--- config.mk ---
export PLATFORM = sky130hd
export DESIGN_NAME = modbus_rtu_response_framer_top
export DESIGN_NICKNAME = d
export VERILOG_FILES = /design/src/rtl/mrf_pkg.sv /design/src/rtl/mrf_ram.sv /design/src/rtl/mrf_ctrl.sv /design/src/rtl/mrf_datapath.sv /design/src/rtl/modbus_rtu_response_framer_top.sv
export SDC_FILE = /design/constraint.sdc
export NUM_CORES = 2
export LEC_CHECK = 0
export BUFFER_PORTS_ARGS = -buffer_cell sky130_fd_sc_hd__clkbuf_2
export CAP_MARGIN = 20
export CORE_ASPECT_RATIO = 0.5
export CORE_MARGIN = 2
export CORE_UTILIZATION = 40
export DETAILED_ROUTE_END_ITERATION = 8
export GPL_TIMING_DRIVEN = 1
export PLACE_DENSITY = 0.64
export REMOVE_ABC_BUFFERS = 1
export SLEW_MARGIN = 20
export SYNTH_ARGS = -nofsm -noshare
export SYNTH_HDL_FRONTEND = slang
export SYNTH_SLANG_ARGS = --single-unit
export TNS_END_PERCENT = 30
--- constraint.sdc ---
create_clock -name i_clk -period 3.9 [get_ports i_clk]
set_clock_uncertainty 0.1 [all_clocks]
set_input_delay 0.585 -clock i_clk [delete_from_list [all_inputs] [get_ports i_clk]]
set_output_delay 0.585 -clock i_clk [all_outputs]
set_load 0.01 [all_outputs]
--- src/rtl/mrf_pkg.sv ---
// ----------------------------------------------------------------------------
// Modbus RTU response framer package
// Shared types, codes, defaults and the CRC-16/MODBUS byte update.
// ----------------------------------------------------------------------------
`default_nettype none

package mrf_pkg;

    localparam int TABLE_DEPTH_DEF = 128;
    localparam int MAX_READ_DEF    = 16;

    localparam int REQ_W  = 2;
    localparam int BYTE_W = 8;
    localparam int ADDR_W = 7;
    localparam int CNT_W  = 5;
    localparam int REG_W  = 16;
    localparam int IDX_W  = 8;
    localparam int SEL_W  = 4;

    localparam logic [REQ_W-1:0] REQ_WRITE = 2'd0;
    localparam logic [REQ_W-1:0] REQ_READ  = 2'd1;
    localparam logic [REQ_W-1:0] REQ_EXC   = 2'd2;

    localparam logic [BYTE_W-1:0] SLAVE_ID_RESET = 8'h01;
    localparam logic [BYTE_W-1:0] FUNC_EXC_BIT   = 8'h80;
    localparam logic [REG_W-1:0]  CRC_INIT       = 16'hFFFF;
    localparam logic [REG_W-1:0]  CRC_POLY       = 16'hA001;

    localparam logic [SEL_W-1:0] SEL_SID  = 4'd0;
    localparam logic [SEL_W-1:0] SEL_FUNC = 4'd1;
    localparam logic [SEL_W-1:0] SEL_FEXC = 4'd2;
    localparam logic [SEL_W-1:0] SEL_EXC  = 4'd3;
    localparam logic [SEL_W-1:0] SEL_CNT  = 4'd4;
    localparam logic [SEL_W-1:0] SEL_HI   = 4'd5;
    localparam logic [SEL_W-1:0] SEL_LO   = 4'd6;
    localparam logic [SEL_W-1:0] SEL_CRCL = 4'd7;
    localparam logic [SEL_W-1:0] SEL_CRCH = 4'd8;

    typedef struct packed {
        logic             accept;
        logic             emit;
        logic [SEL_W-1:0] sel;
    } t_cmd;

    typedef struct packed {
        logic out_free;
        logic left_zero;
        logic left_one;
    } t_sts;

    function automatic logic [REG_W-1:0] crc_add(input logic [REG_W-1:0] crc,
                                                 input logic [BYTE_W-1:0] b);
        logic [REG_W-1:0] c;
        c = crc ^ {8'h00, b};
        for (int k = 0; k < 8; k++) begin
            if (c[0]) begin
                c = (c >> 1) ^ CRC_POLY;
            end else begin
                c = c >> 1;
            end
        end
        return c;
    endfunction

endpackage

`default_nettype wire

--- src/rtl/mrf_ram.sv ---
// ----------------------------------------------------------------------------
// Generic RAM
// One write port, one read port with registered read data.
// ----------------------------------------------------------------------------
`default_nettype none

module mrf_ram #(
    parameter int WIDTH = 16,
    parameter int DEPTH = 128,
    localparam int AW   = (DEPTH > 1) ? $clog2(DEPTH) : 1
) (
    input  wire logic             i_clk,
    input  wire logic             i_we,
    input  wire logic [AW-1:0]    i_waddr,
    input  wire logic [WIDTH-1:0] i_wdata,
    input  wire logic             i_re,
    input  wire logic [AW-1:0]    i_raddr,
    output logic      [WIDTH-1:0] o_rdata
);

    logic [WIDTH-1:0] r_mem [DEPTH];

    always_ff @(posedge i_clk) begin
        if (i_we) begin
            r_mem[i_waddr] <= i_wdata;
        end
        if (i_re) begin
            o_rdata <= r_mem[i_raddr];
        end
    end

endmodule

`default_nettype wire

--- src/rtl/mrf_ctrl.sv ---
// ----------------------------------------------------------------------------
// Modbus RTU response framer controller
// Sequences the bytes of a response frame and the request handshake.
// ----------------------------------------------------------------------------
`default_nettype none

module mrf_ctrl (
    input  wire logic                     i_clk,
    input  wire logic                     i_rst_n,
    input  wire logic                     i_in_valid,
    output logic                          o_in_stall,
    input  wire logic [mrf_pkg::REQ_W-1:0] i_req_type,
    input  wire mrf_pkg::t_sts            i_sts,
    output mrf_pkg::t_cmd                 o_cmd
);

    import mrf_pkg::*;

    localparam logic [3:0] ST_IDLE = 4'd0;
    localparam logic [3:0] ST_SID  = 4'd1;
    localparam logic [3:0] ST_FUNC = 4'd2;
    localparam logic [3:0] ST_EXC  = 4'd3;
    localparam logic [3:0] ST_CNT  = 4'd4;
    localparam logic [3:0] ST_HI   = 4'd5;
    localparam logic [3:0] ST_LO   = 4'd6;
    localparam logic [3:0] ST_CRCL = 4'd7;
    localparam logic [3:0] ST_CRCH = 4'd8;

    logic [3:0] r_state, n_state;
    logic       r_exc, n_exc;
    logic       accept;

    assign o_in_stall = (r_state != ST_IDLE);
    assign accept     = i_in_valid && (r_state == ST_IDLE);

    always_comb begin
        n_state      = r_state;
        n_exc        = r_exc;
        o_cmd.accept = accept;
        o_cmd.emit   = 1'b0;
        o_cmd.sel    = SEL_SID;
        case (r_state)
            ST_IDLE: begin
                if (accept) begin
                    if (i_req_type == REQ_READ) begin
                        n_state = ST_SID;
                        n_exc   = 1'b0;
                    end else if (i_req_type == REQ_EXC) begin
                        n_state = ST_SID;
                        n_exc   = 1'b1;
                    end
                end
            end
            ST_SID: begin
                o_cmd.sel  = SEL_SID;
                o_cmd.emit = i_sts.out_free;
                if (i_sts.out_free) n_state = ST_FUNC;
            end
            ST_FUNC: begin
                o_cmd.sel  = r_exc ? SEL_FEXC : SEL_FUNC;
                o_cmd.emit = i_sts.out_free;
                if (i_sts.out_free) n_state = r_exc ? ST_EXC : ST_CNT;
            end
            ST_EXC: begin
                o_cmd.sel  = SEL_EXC;
                o_cmd.emit = i_sts.out_free;
                if (i_sts.out_free) n_state = ST_CRCL;
            end
            ST_CNT: begin
                o_cmd.sel  = SEL_CNT;
                o_cmd.emit = i_sts.out_free;
                if (i_sts.out_free) n_state = i_sts.left_zero ? ST_CRCL : ST_HI;
            end
            ST_HI: begin
                o_cmd.sel  = SEL_HI;
                o_cmd.emit = i_sts.out_free;
                if (i_sts.out_free) n_state = ST_LO;
            end
            ST_LO: begin
                o_cmd.sel  = SEL_LO;
                o_cmd.emit = i_sts.out_free;
                if (i_sts.out_free) n_state = i_sts.left_one ? ST_CRCL : ST_HI;
            end
            ST_CRCL: begin
                o_cmd.sel  = SEL_CRCL;
                o_cmd.emit = i_sts.out_free;
                if (i_sts.out_free) n_state = ST_CRCH;
            end
            ST_CRCH: begin
                o_cmd.sel  = SEL_CRCH;
                o_cmd.emit = i_sts.out_free;
                if (i_sts.out_free) n_state = ST_IDLE;
            end
            default: begin
                n_state = ST_IDLE;
            end
        endcase
    end

    always_ff @(posedge i_clk) begin
        if (!i_rst_n) begin
            r_state <= ST_IDLE;
            r_exc   <= 1'b0;
        end else begin
            r_state <= n_state;
            r_exc   <= n_exc;
        end
    end

    a_crch_to_idle: assert property (@(posedge i_clk) disable iff (!i_rst_n)
        (r_state == ST_CRCH && i_sts.out_free) |=> (r_state == ST_IDLE))
        else $error("frame did not end after CRC high byte");

    a_exc_no_data: assert property (@(posedge i_clk) disable iff (!i_rst_n)
        r_exc |-> (r_state != ST_HI && r_state != ST_LO && r_state != ST_CNT))
        else $error("exception frame entered data bytes");

    a_accept_idle: assert property (@(posedge i_clk) disable iff (!i_rst_n)
        o_cmd.accept |-> !o_cmd.emit)
        else $error("request taken while a frame is in progress");

endmodule

`default_nettype wire

--- src/rtl/mrf_datapath.sv ---
// ----------------------------------------------------------------------------
// Modbus RTU response framer datapath
// Register table, request holding registers, CRC and output register.
// ----------------------------------------------------------------------------
`default_nettype none

module mrf_datapath #(
    parameter int TABLE_DEPTH = mrf_pkg::TABLE_DEPTH_DEF,
    parameter int MAX_READ    = mrf_pkg::MAX_READ_DEF
) (
    input  wire logic                        i_clk,
    input  wire logic                        i_rst_n,
    input  wire logic                        i_cfg_wr_en,
    input  wire logic [mrf_pkg::BYTE_W-1:0]  i_cfg_wr_data,
    input  wire logic [mrf_pkg::REQ_W-1:0]   i_req_type,
    input  wire logic [mrf_pkg::BYTE_W-1:0]  i_function_code,
    input  wire logic [mrf_pkg::ADDR_W-1:0]  i_reg_address,
    input  wire logic [mrf_pkg::CNT_W-1:0]   i_reg_count,
    input  wire logic [mrf_pkg::REG_W-1:0]   i_write_value,
    input  wire logic [mrf_pkg::BYTE_W-1:0]  i_exception_code,
    input  wire mrf_pkg::t_cmd               i_cmd,
    output mrf_pkg::t_sts                    o_sts,
    output logic                             o_out_valid,
    input  wire logic                        i_out_stall,
    output logic      [mrf_pkg::BYTE_W-1:0]  o_tx_byte,
    output logic                             o_frame_last,
    output logic                             o_out_of_range
);

    import mrf_pkg::*;

    localparam int AW = (TABLE_DEPTH > 1) ? $clog2(TABLE_DEPTH) : 1;
    localparam logic [IDX_W:0]   DEPTH_LIM = (IDX_W + 1)'(TABLE_DEPTH);
    localparam logic [CNT_W-1:0] CNT_LIM   = CNT_W'(MAX_READ);

    logic [BYTE_W-1:0]    r_slave_id;
    logic [BYTE_W-1:0]    r_func;
    logic [BYTE_W-1:0]    r_exc_code;
    logic [REG_W-1:0]     r_crc;
    logic [IDX_W-1:0]     r_idx;
    logic [CNT_W-1:0]     r_left;
    logic                 r_rd_hit;
    logic [TABLE_DEPTH-1:0] r_valid;
    logic                 r_out_valid;
    logic [BYTE_W-1:0]    r_out_byte;
    logic                 r_out_last;
    logic                 r_out_oor;

    logic [CNT_W-1:0]     sat_cnt;
    logic [IDX_W-1:0]     wr_idx;
    logic                 wr_en;
    logic                 rd_en;
    logic [IDX_W-1:0]     rd_idx;
    logic                 rd_in_range;
    logic                 cur_in_range;
    logic                 emit_lo;
    logic                 emit_data;
    logic [REG_W-1:0]     ram_rdata;
    logic [BYTE_W-1:0]    byte_mux;
    logic                 byte_oor;

    assign sat_cnt      = (i_reg_count > CNT_LIM) ? CNT_LIM : i_reg_count;
    assign wr_idx       = {1'b0, i_reg_address};
    assign wr_en        = i_cmd.accept && (i_req_type == REQ_WRITE) &&
                          ({1'b0, wr_idx} < DEPTH_LIM);
    assign emit_lo      = i_cmd.emit && (i_cmd.sel == SEL_LO);
    assign emit_data    = i_cmd.emit && (i_cmd.sel != SEL_CRCL) && (i_cmd.sel != SEL_CRCH);
    assign rd_en        = i_cmd.accept || emit_lo;
    assign rd_idx       = i_cmd.accept ? wr_idx : r_idx + 1'b1;
    assign rd_in_range  = ({1'b0, rd_idx} < DEPTH_LIM);
    assign cur_in_range = ({1'b0, r_idx} < DEPTH_LIM);

    mrf_ram #(
        .WIDTH(REG_W),
        .DEPTH(TABLE_DEPTH)
    ) u_table (
        .i_clk  (i_clk),
        .i_we   (wr_en),
        .i_waddr(wr_idx[AW-1:0]),
        .i_wdata(i_write_value),
        .i_re   (rd_en && rd_in_range),
        .i_raddr(rd_idx[AW-1:0]),
        .o_rdata(ram_rdata)
    );

    always_comb begin
        case (i_cmd.sel)
            SEL_SID:  byte_mux = r_slave_id;
            SEL_FUNC: byte_mux = r_func;
            SEL_FEXC: byte_mux = r_func | FUNC_EXC_BIT;
            SEL_EXC:  byte_mux = r_exc_code;
            SEL_CNT:  byte_mux = BYTE_W'({r_left, 1'b0});
            SEL_HI:   byte_mux = r_rd_hit ? ram_rdata[15:8] : '0;
            SEL_LO:   byte_mux = r_rd_hit ? ram_rdata[7:0] : '0;
            SEL_CRCL: byte_mux = r_crc[7:0];
            SEL_CRCH: byte_mux = r_crc[15:8];
            default:  byte_mux = '0;
        endcase
    end

    assign byte_oor = ((i_cmd.sel == SEL_HI) || (i_cmd.sel == SEL_LO)) && !cur_in_range;

    always_ff @(posedge i_clk) begin
        if (!i_rst_n) begin
            r_slave_id  <= SLAVE_ID_RESET;
            r_valid     <= '0;
            r_out_valid <= 1'b0;
        end else begin
            if (i_cfg_wr_en) begin
                r_slave_id <= i_cfg_wr_data;
            end
            if (wr_en) begin
                r_valid[wr_idx[AW-1:0]] <= 1'b1;
            end
            if (i_cmd.emit) begin
                r_out_valid <= 1'b1;
            end else if (!i_out_stall) begin
                r_out_valid <= 1'b0;
            end
        end
    end

    always_ff @(posedge i_clk) begin
        if (i_cmd.accept) begin
            r_func     <= i_function_code;
            r_exc_code <= i_exception_code;
            r_left     <= sat_cnt;
            r_crc      <= CRC_INIT;
        end else if (emit_data) begin
            r_crc <= crc_add(r_crc, byte_mux);
        end
        if (emit_lo) begin
            r_left <= r_left - 1'b1;
        end
        if (rd_en) begin
            r_idx    <= rd_idx;
            r_rd_hit <= rd_in_range && r_valid[rd_idx[AW-1:0]];
        end
        if (i_cmd.emit) begin
            r_out_byte <= byte_mux;
            r_out_last <= (i_cmd.sel == SEL_CRCH);
            r_out_oor  <= byte_oor;
        end
    end

    assign o_sts.out_free  = !r_out_valid || !i_out_stall;
    assign o_sts.left_zero = (r_left == '0);
    assign o_sts.left_one  = (r_left == CNT_W'(1));

    assign o_out_valid    = r_out_valid;
    assign o_tx_byte      = r_out_byte;
    assign o_frame_last   = r_out_last;
    assign o_out_of_range = r_out_oor;

    a_last_in_range: assert property (@(posedge i_clk) disable iff (!i_rst_n)
        (r_out_valid && r_out_last) |-> !r_out_oor)
        else $error("out-of-range flag on final frame byte");

    a_emit_room: assert property (@(posedge i_clk) disable iff (!i_rst_n)
        i_cmd.emit |-> (!r_out_valid || !i_out_stall))
        else $error("byte emitted over a held output");

    a_oor_zero: assert property (@(posedge i_clk) disable iff (!i_rst_n)
        (i_cmd.emit && byte_oor) |-> (byte_mux == '0))
        else $error("register past the table returned non-zero data");

endmodule

`default_nettype wire

--- src/rtl/modbus_rtu_response_framer_top.sv ---
// After a request is taken, the first frame byte passes the state register
// and then the output register. Throughput: one byte per cycle while the output
// is not stalled, set by the single output register. Writes send no frame.
// Reset: table valid bits cleared at once (table reads as zero), slave id 1.
// ----------------------------------------------------------------------------
// Modbus RTU response framer top level
// Frames read and exception responses with CRC-16/MODBUS from a register table.
// ----------------------------------------------------------------------------
`default_nettype none

module modbus_rtu_response_framer_top #(
    parameter int TABLE_DEPTH = mrf_pkg::TABLE_DEPTH_DEF,
    parameter int MAX_READ    = mrf_pkg::MAX_READ_DEF
) (
    input  wire logic                        i_clk,
    input  wire logic                        i_rst_n,
    input  wire logic                        i_cfg_wr_en,
    input  wire logic [mrf_pkg::BYTE_W-1:0]  i_cfg_wr_data,
    input  wire logic                        i_in_valid,
    output logic                             o_in_stall,
    input  wire logic [mrf_pkg::REQ_W-1:0]   i_req_type,
    input  wire logic [mrf_pkg::BYTE_W-1:0]  i_function_code,
    input  wire logic [mrf_pkg::ADDR_W-1:0]  i_reg_address,
    input  wire logic [mrf_pkg::CNT_W-1:0]   i_reg_count,
    input  wire logic [mrf_pkg::REG_W-1:0]   i_write_value,
    input  wire logic [mrf_pkg::BYTE_W-1:0]  i_exception_code,
    output logic                             o_out_valid,
    input  wire logic                        i_out_stall,
    output logic      [mrf_pkg::BYTE_W-1:0]  o_tx_byte,
    output logic                             o_frame_last,
    output logic                             o_out_of_range
);

    import mrf_pkg::*;

    t_cmd cmd;
    t_sts sts;

    mrf_ctrl u_ctrl (
        .i_clk     (i_clk),
        .i_rst_n   (i_rst_n),
        .i_in_valid(i_in_valid),
        .o_in_stall(o_in_stall),
        .i_req_type(i_req_type),
        .i_sts     (sts),
        .o_cmd     (cmd)
    );

    mrf_datapath #(
        .TABLE_DEPTH(TABLE_DEPTH),
        .MAX_READ   (MAX_READ)
    ) u_datapath (
        .i_clk           (i_clk),
        .i_rst_n         (i_rst_n),
        .i_cfg_wr_en     (i_cfg_wr_en),
        .i_cfg_wr_data   (i_cfg_wr_data),
        .i_req_type      (i_req_type),
        .i_function_code (i_function_code),
        .i_reg_address   (i_reg_address),
        .i_reg_count     (i_reg_count),
        .i_write_value   (i_write_value),
        .i_exception_code(i_exception_code),
        .i_cmd           (cmd),
        .o_sts           (sts),
        .o_out_valid     (o_out_valid),
        .i_out_stall     (i_out_stall),
        .o_tx_byte       (o_tx_byte),
        .o_frame_last    (o_frame_last),
        .o_out_of_range  (o_out_of_range)
    );

endmodule

`default_nettype wire
==> out/qor.csv <==
stage,metric,value,unit
status,status,completed,
global_routing,busiest grt layer,met2,
finish,Area growth syn-to-layout,16.7,%
global_routing,global-route wire length before repair,349000,um
synth,largest family of logic cells by synthesized area,simple AND/OR/NAND/NOR gates,
synth,fraction of registers with async set/reset,0,%
setup_path,R2R setup slack,60,ps
synth,XOR/XNOR share of the synthesized area,0.366,%
synth,Post-Synthesis Cells,5501,
global_routing,GR Util met3,4.02,%
sta,Slew headroom,24.5,%
floorplan,Die Wd,667,um
global_routing,pin count of the biggest net entering global routing,115,
hold_path,Worst Hold End,u_ctrl.r_exc,
hold_path,hold path depth,3,
detailed_routing,Via density,5.79,
power,LEAKAGE,0.0335,uW
synth,mux cell area share after synthesis,7.30,%
clock_network,clock-pin slew on the worst setup and hold paths,70,ps
placement,dpl hpwl,149000,um
global_routing,initial antenna violation count,11,
sta,final hold slack,110,ps
placement,Placed Cells,8642,
synth,Synth Area in Adders,0.0854,%
synth,Yosys top cell area share,71.9,%
hold_path,Hold Crit Class,input pin to register,
finish,post-layout instance area,0.103,mm^2
synth,number of synthesized flops with an enable pin,2104,
clock_network,TritonCTS clock tree,built,
synth,#FFs+latches synth,2262,
clock_network,CTS root buf,clkbuf_16,
synth,synth unique cells,70,
clock_network,Skew-Pair Late Insertion Delay,870,ps
global_routing,vias in the first global route,49800,
detailed_routing,drt drc,0,
floorplan,Chip Height,336,um
floorplan,initial core utilization,40.3,%
floorplan,die area,0.224,mm^2
synth,cell with the most instances after synthesis,edfxtp_1,
sta,fin crit share,98.3,%
setup_path,CP startpoint kind,register,
placement,GP Congestion,0.882,
synth,Compound-Gate Fraction of Synth Area,6.95,%
sta,FMAX,0.261,GHz
setup_path,"Max FO, Critical Path",28,
finish,Fill cells,18300,
synth,ys flop type,edfxtp_1,
detailed_routing,vias,52400,
synth,sequential cell area fraction in the yosys report,75.5,%
setup_path,WS Path Type,register to register,
synth,"top cells by count, synth","edfxtp_1, nand2_1, nor2_1",
clock_network,TritonCTS Sinks,2262,
global_routing,GR Util met1,30.9,%
synth,cell taking the most area after synthesis,edfxtp_1,
finish,Util after Layout,47.1,%
power,Peak VDD IR,0.655,mV
finish,Post-Layout Cell Count,9050,
global_routing,GRT overflow,0,
floorplan,core area,0.218,mm^2
power,Total Power,78400,uW
sta,Least-Margin Pin Slew,1130,ps
detailed_routing,initial DRC count,7571,
clock_network,Num CTS Buffers,208,
power,Power Density,765,mW/mm^2
detailed_routing,DRT Wirelength,243000,um
placement,Placed Area,0.0959,mm^2
setup_path,R2R depth,13,
clock_network,CTS H-Tree Depth,4,
hold_path,Hold Crit Start,i_req_type[0],
global_routing,met2 usage,32.3,%
synth,Synthesis Warnings,0,
setup_path,WP data required,4490,ps
clock_network,clk buf depth,4,
floorplan,top-level port count,71,
placement,port bufs,70,
detailed_routing,first drt pass iteration count,6,
setup_path,R2R Path Start,u_ctrl.r_state[0],
setup_path,crit end category,register,
synth,cell area after synthesis,0.0879,mm^2
synth,simple-gate share of the synthesized area,7.77,%
sta,final hold vios,0,
detailed_routing,Wirelength per Cell,26.8,um
sta,"Setup violations, final",0,
synth,syn_area_per_cell,16.0,um^2
setup_path,reg-to-reg endpoint,u_datapath.u_table.o_rdata[6],
detailed_routing,Post-DRT Antenna Nets,0,
floorplan,Row Count,121,
sta,RSZ-0062 raised after global routing,yes,
sta,Max Slew Vio Count,0,
finish,Nets,6058,
flow_run,max cap viols,0,
global_routing,total track usage,21.3,%
finish,layout cell share with drive strength beyond 1,20.2,%
synth,"top cells by area, synth","edfxtp_1, mux4_2, nand2_1",
setup_path,critical path arrival,4420,ps
sta,Tmin final,3840,ps
-- layer usage --
layer / part of all wire [%] / wire length (um)
met4: 3.2 / 7740
met1: 41 / 100000
met5: 0 / 0
met3: 10 / 24300
met2: 45 / 110000
-- report_power, final --
group / leakage, uW / internal [uW] / total, uW / switching [uW]
clock: 0.00313 / 10800 / 19500 / 8740
sequential: 0.0202 / 27000 / 27400 / 301
combinational: 0.0102 / 12400 / 31600 / 19200
total: 0.0335 / 50200 / 78400 / 28300
-- critical path, cell delays in order (launching register included) --
cell,delay [ps]
dfxtp_1,310
buf_4,210
nor3_4,420
nand3_1,140
and2_4,200
inv_8,320
buf_12,250
buf_4,160
mux4_2,190
a22oi_1,80
buf_4,150
a31oi_1,560
nand4_1,390
o21ai_1,170
-- worst max path at each step --
stage                                  from                              to  slack [ps]  cells after the start
after CTS                 u_ctrl.r_state[0]  u_datapath.u_table.o_rdata[13]          10                     12
after global routing      u_ctrl.r_state[0]   u_datapath.u_table.o_rdata[4]         -20                     11
after floorplan           u_ctrl.r_state[2]             u_datapath.r_rd_hit      -14780                      9
after detailed placement         i_in_valid             u_datapath.r_rd_hit        -110                     14
final                     u_ctrl.r_state[0]   u_datapath.u_table.o_rdata[6]          60                     13
after global placement           i_in_valid  u_datapath.u_table.o_rdata[13]        -110                     13
-- placed cells by master (no fill, tap or decap), drive strengths merged, types with 3 or more instances in the layout --
master / count
bufinv: 10
a32oi: 67
and3: 61
clkbuf: 332
nor2: 420
o21ai: 32
a311oi: 40
a211oi: 53
nand3b: 11
nand2b: 4
a221oi: 41
a31oi: 49
o31ai: 3
xor2: 9
mux2i: 22
xnor2: 18
diode: 5
a32o: 16
or3: 20
dfxtp: 158
o211ai: 23
buf: 556
nor2b: 6
nor3: 9
nand3: 200
a21oi: 324
a311o: 15
nand2: 850
mux4: 274
nand4: 32
clkinv: 79
and2: 3
ha: 6
edfxtp: 2104
a22oi: 224
dlygate4sd3: 30
nor3b: 3
inv: 22
-- stage by stage --
| stage | worst slack [ps] | TNS (ps) |
|---|---|---|
| 2_1_floorplan | -14780 | -271190 |
| 6_report | 64.9 | 0 |
| 3_5_place_dp | -114 | -253 |
| 5_1_grt | -16.2 | -16.2 |
| 3_3_place_gp | -110 | -249 |
| 4_1_cts | 13.0 | 0 |
-- state kept, by name, indices dropped and copies added, names as in the netlist, 5 cells and up --
signal,count
u_datapath.r_idx,8
u_datapath.r_left,5
u_datapath.r_func,8
u_datapath.r_slave_id,8
u_datapath.r_exc_code,8
u_datapath.o_tx_byte,8
u_datapath.u_table.r_mem,2048
u_datapath.r_crc,16
u_datapath.r_valid,128
u_datapath.u_table.o_rdata,16
-- cell families after synthesis --
kind of cell | count (synthesis)
DFF | 2262
and+or+nand+nor | 1628
buffers and inverters | 377
AOI/OAI and AO/OA | 902
xor gates and xnor gates | 30
muxes | 296
adders and majority gates | 6
-- cell type report --
class / count / area [um^2] / share of cell area (%)
antenna: 5 / 12.5 / 0.0122
multi-input combinational: 2862 / 20000 / 19.5
clock buffer: 278 / 5630 / 5.49
clock inverter: 94 / 731 / 0.712
timing repair buffer: 640 / 6190 / 6.04
sequential: 2262 / 66300 / 64.7
inverter: 19 / 88.8 / 0.0866
tap: 2890 / 3620 / 3.52
-- repair_timing --
action | in CTS | in global routing
hold buffers | 30 | 0
resized for setup | 0 | 4
buffers inserted | 0 | 0
setup endpoints to repair | 0 | 49
endpoints found under the hold margin | 30 | 0
No activity file was read; power rests on OpenSTA's default activity.
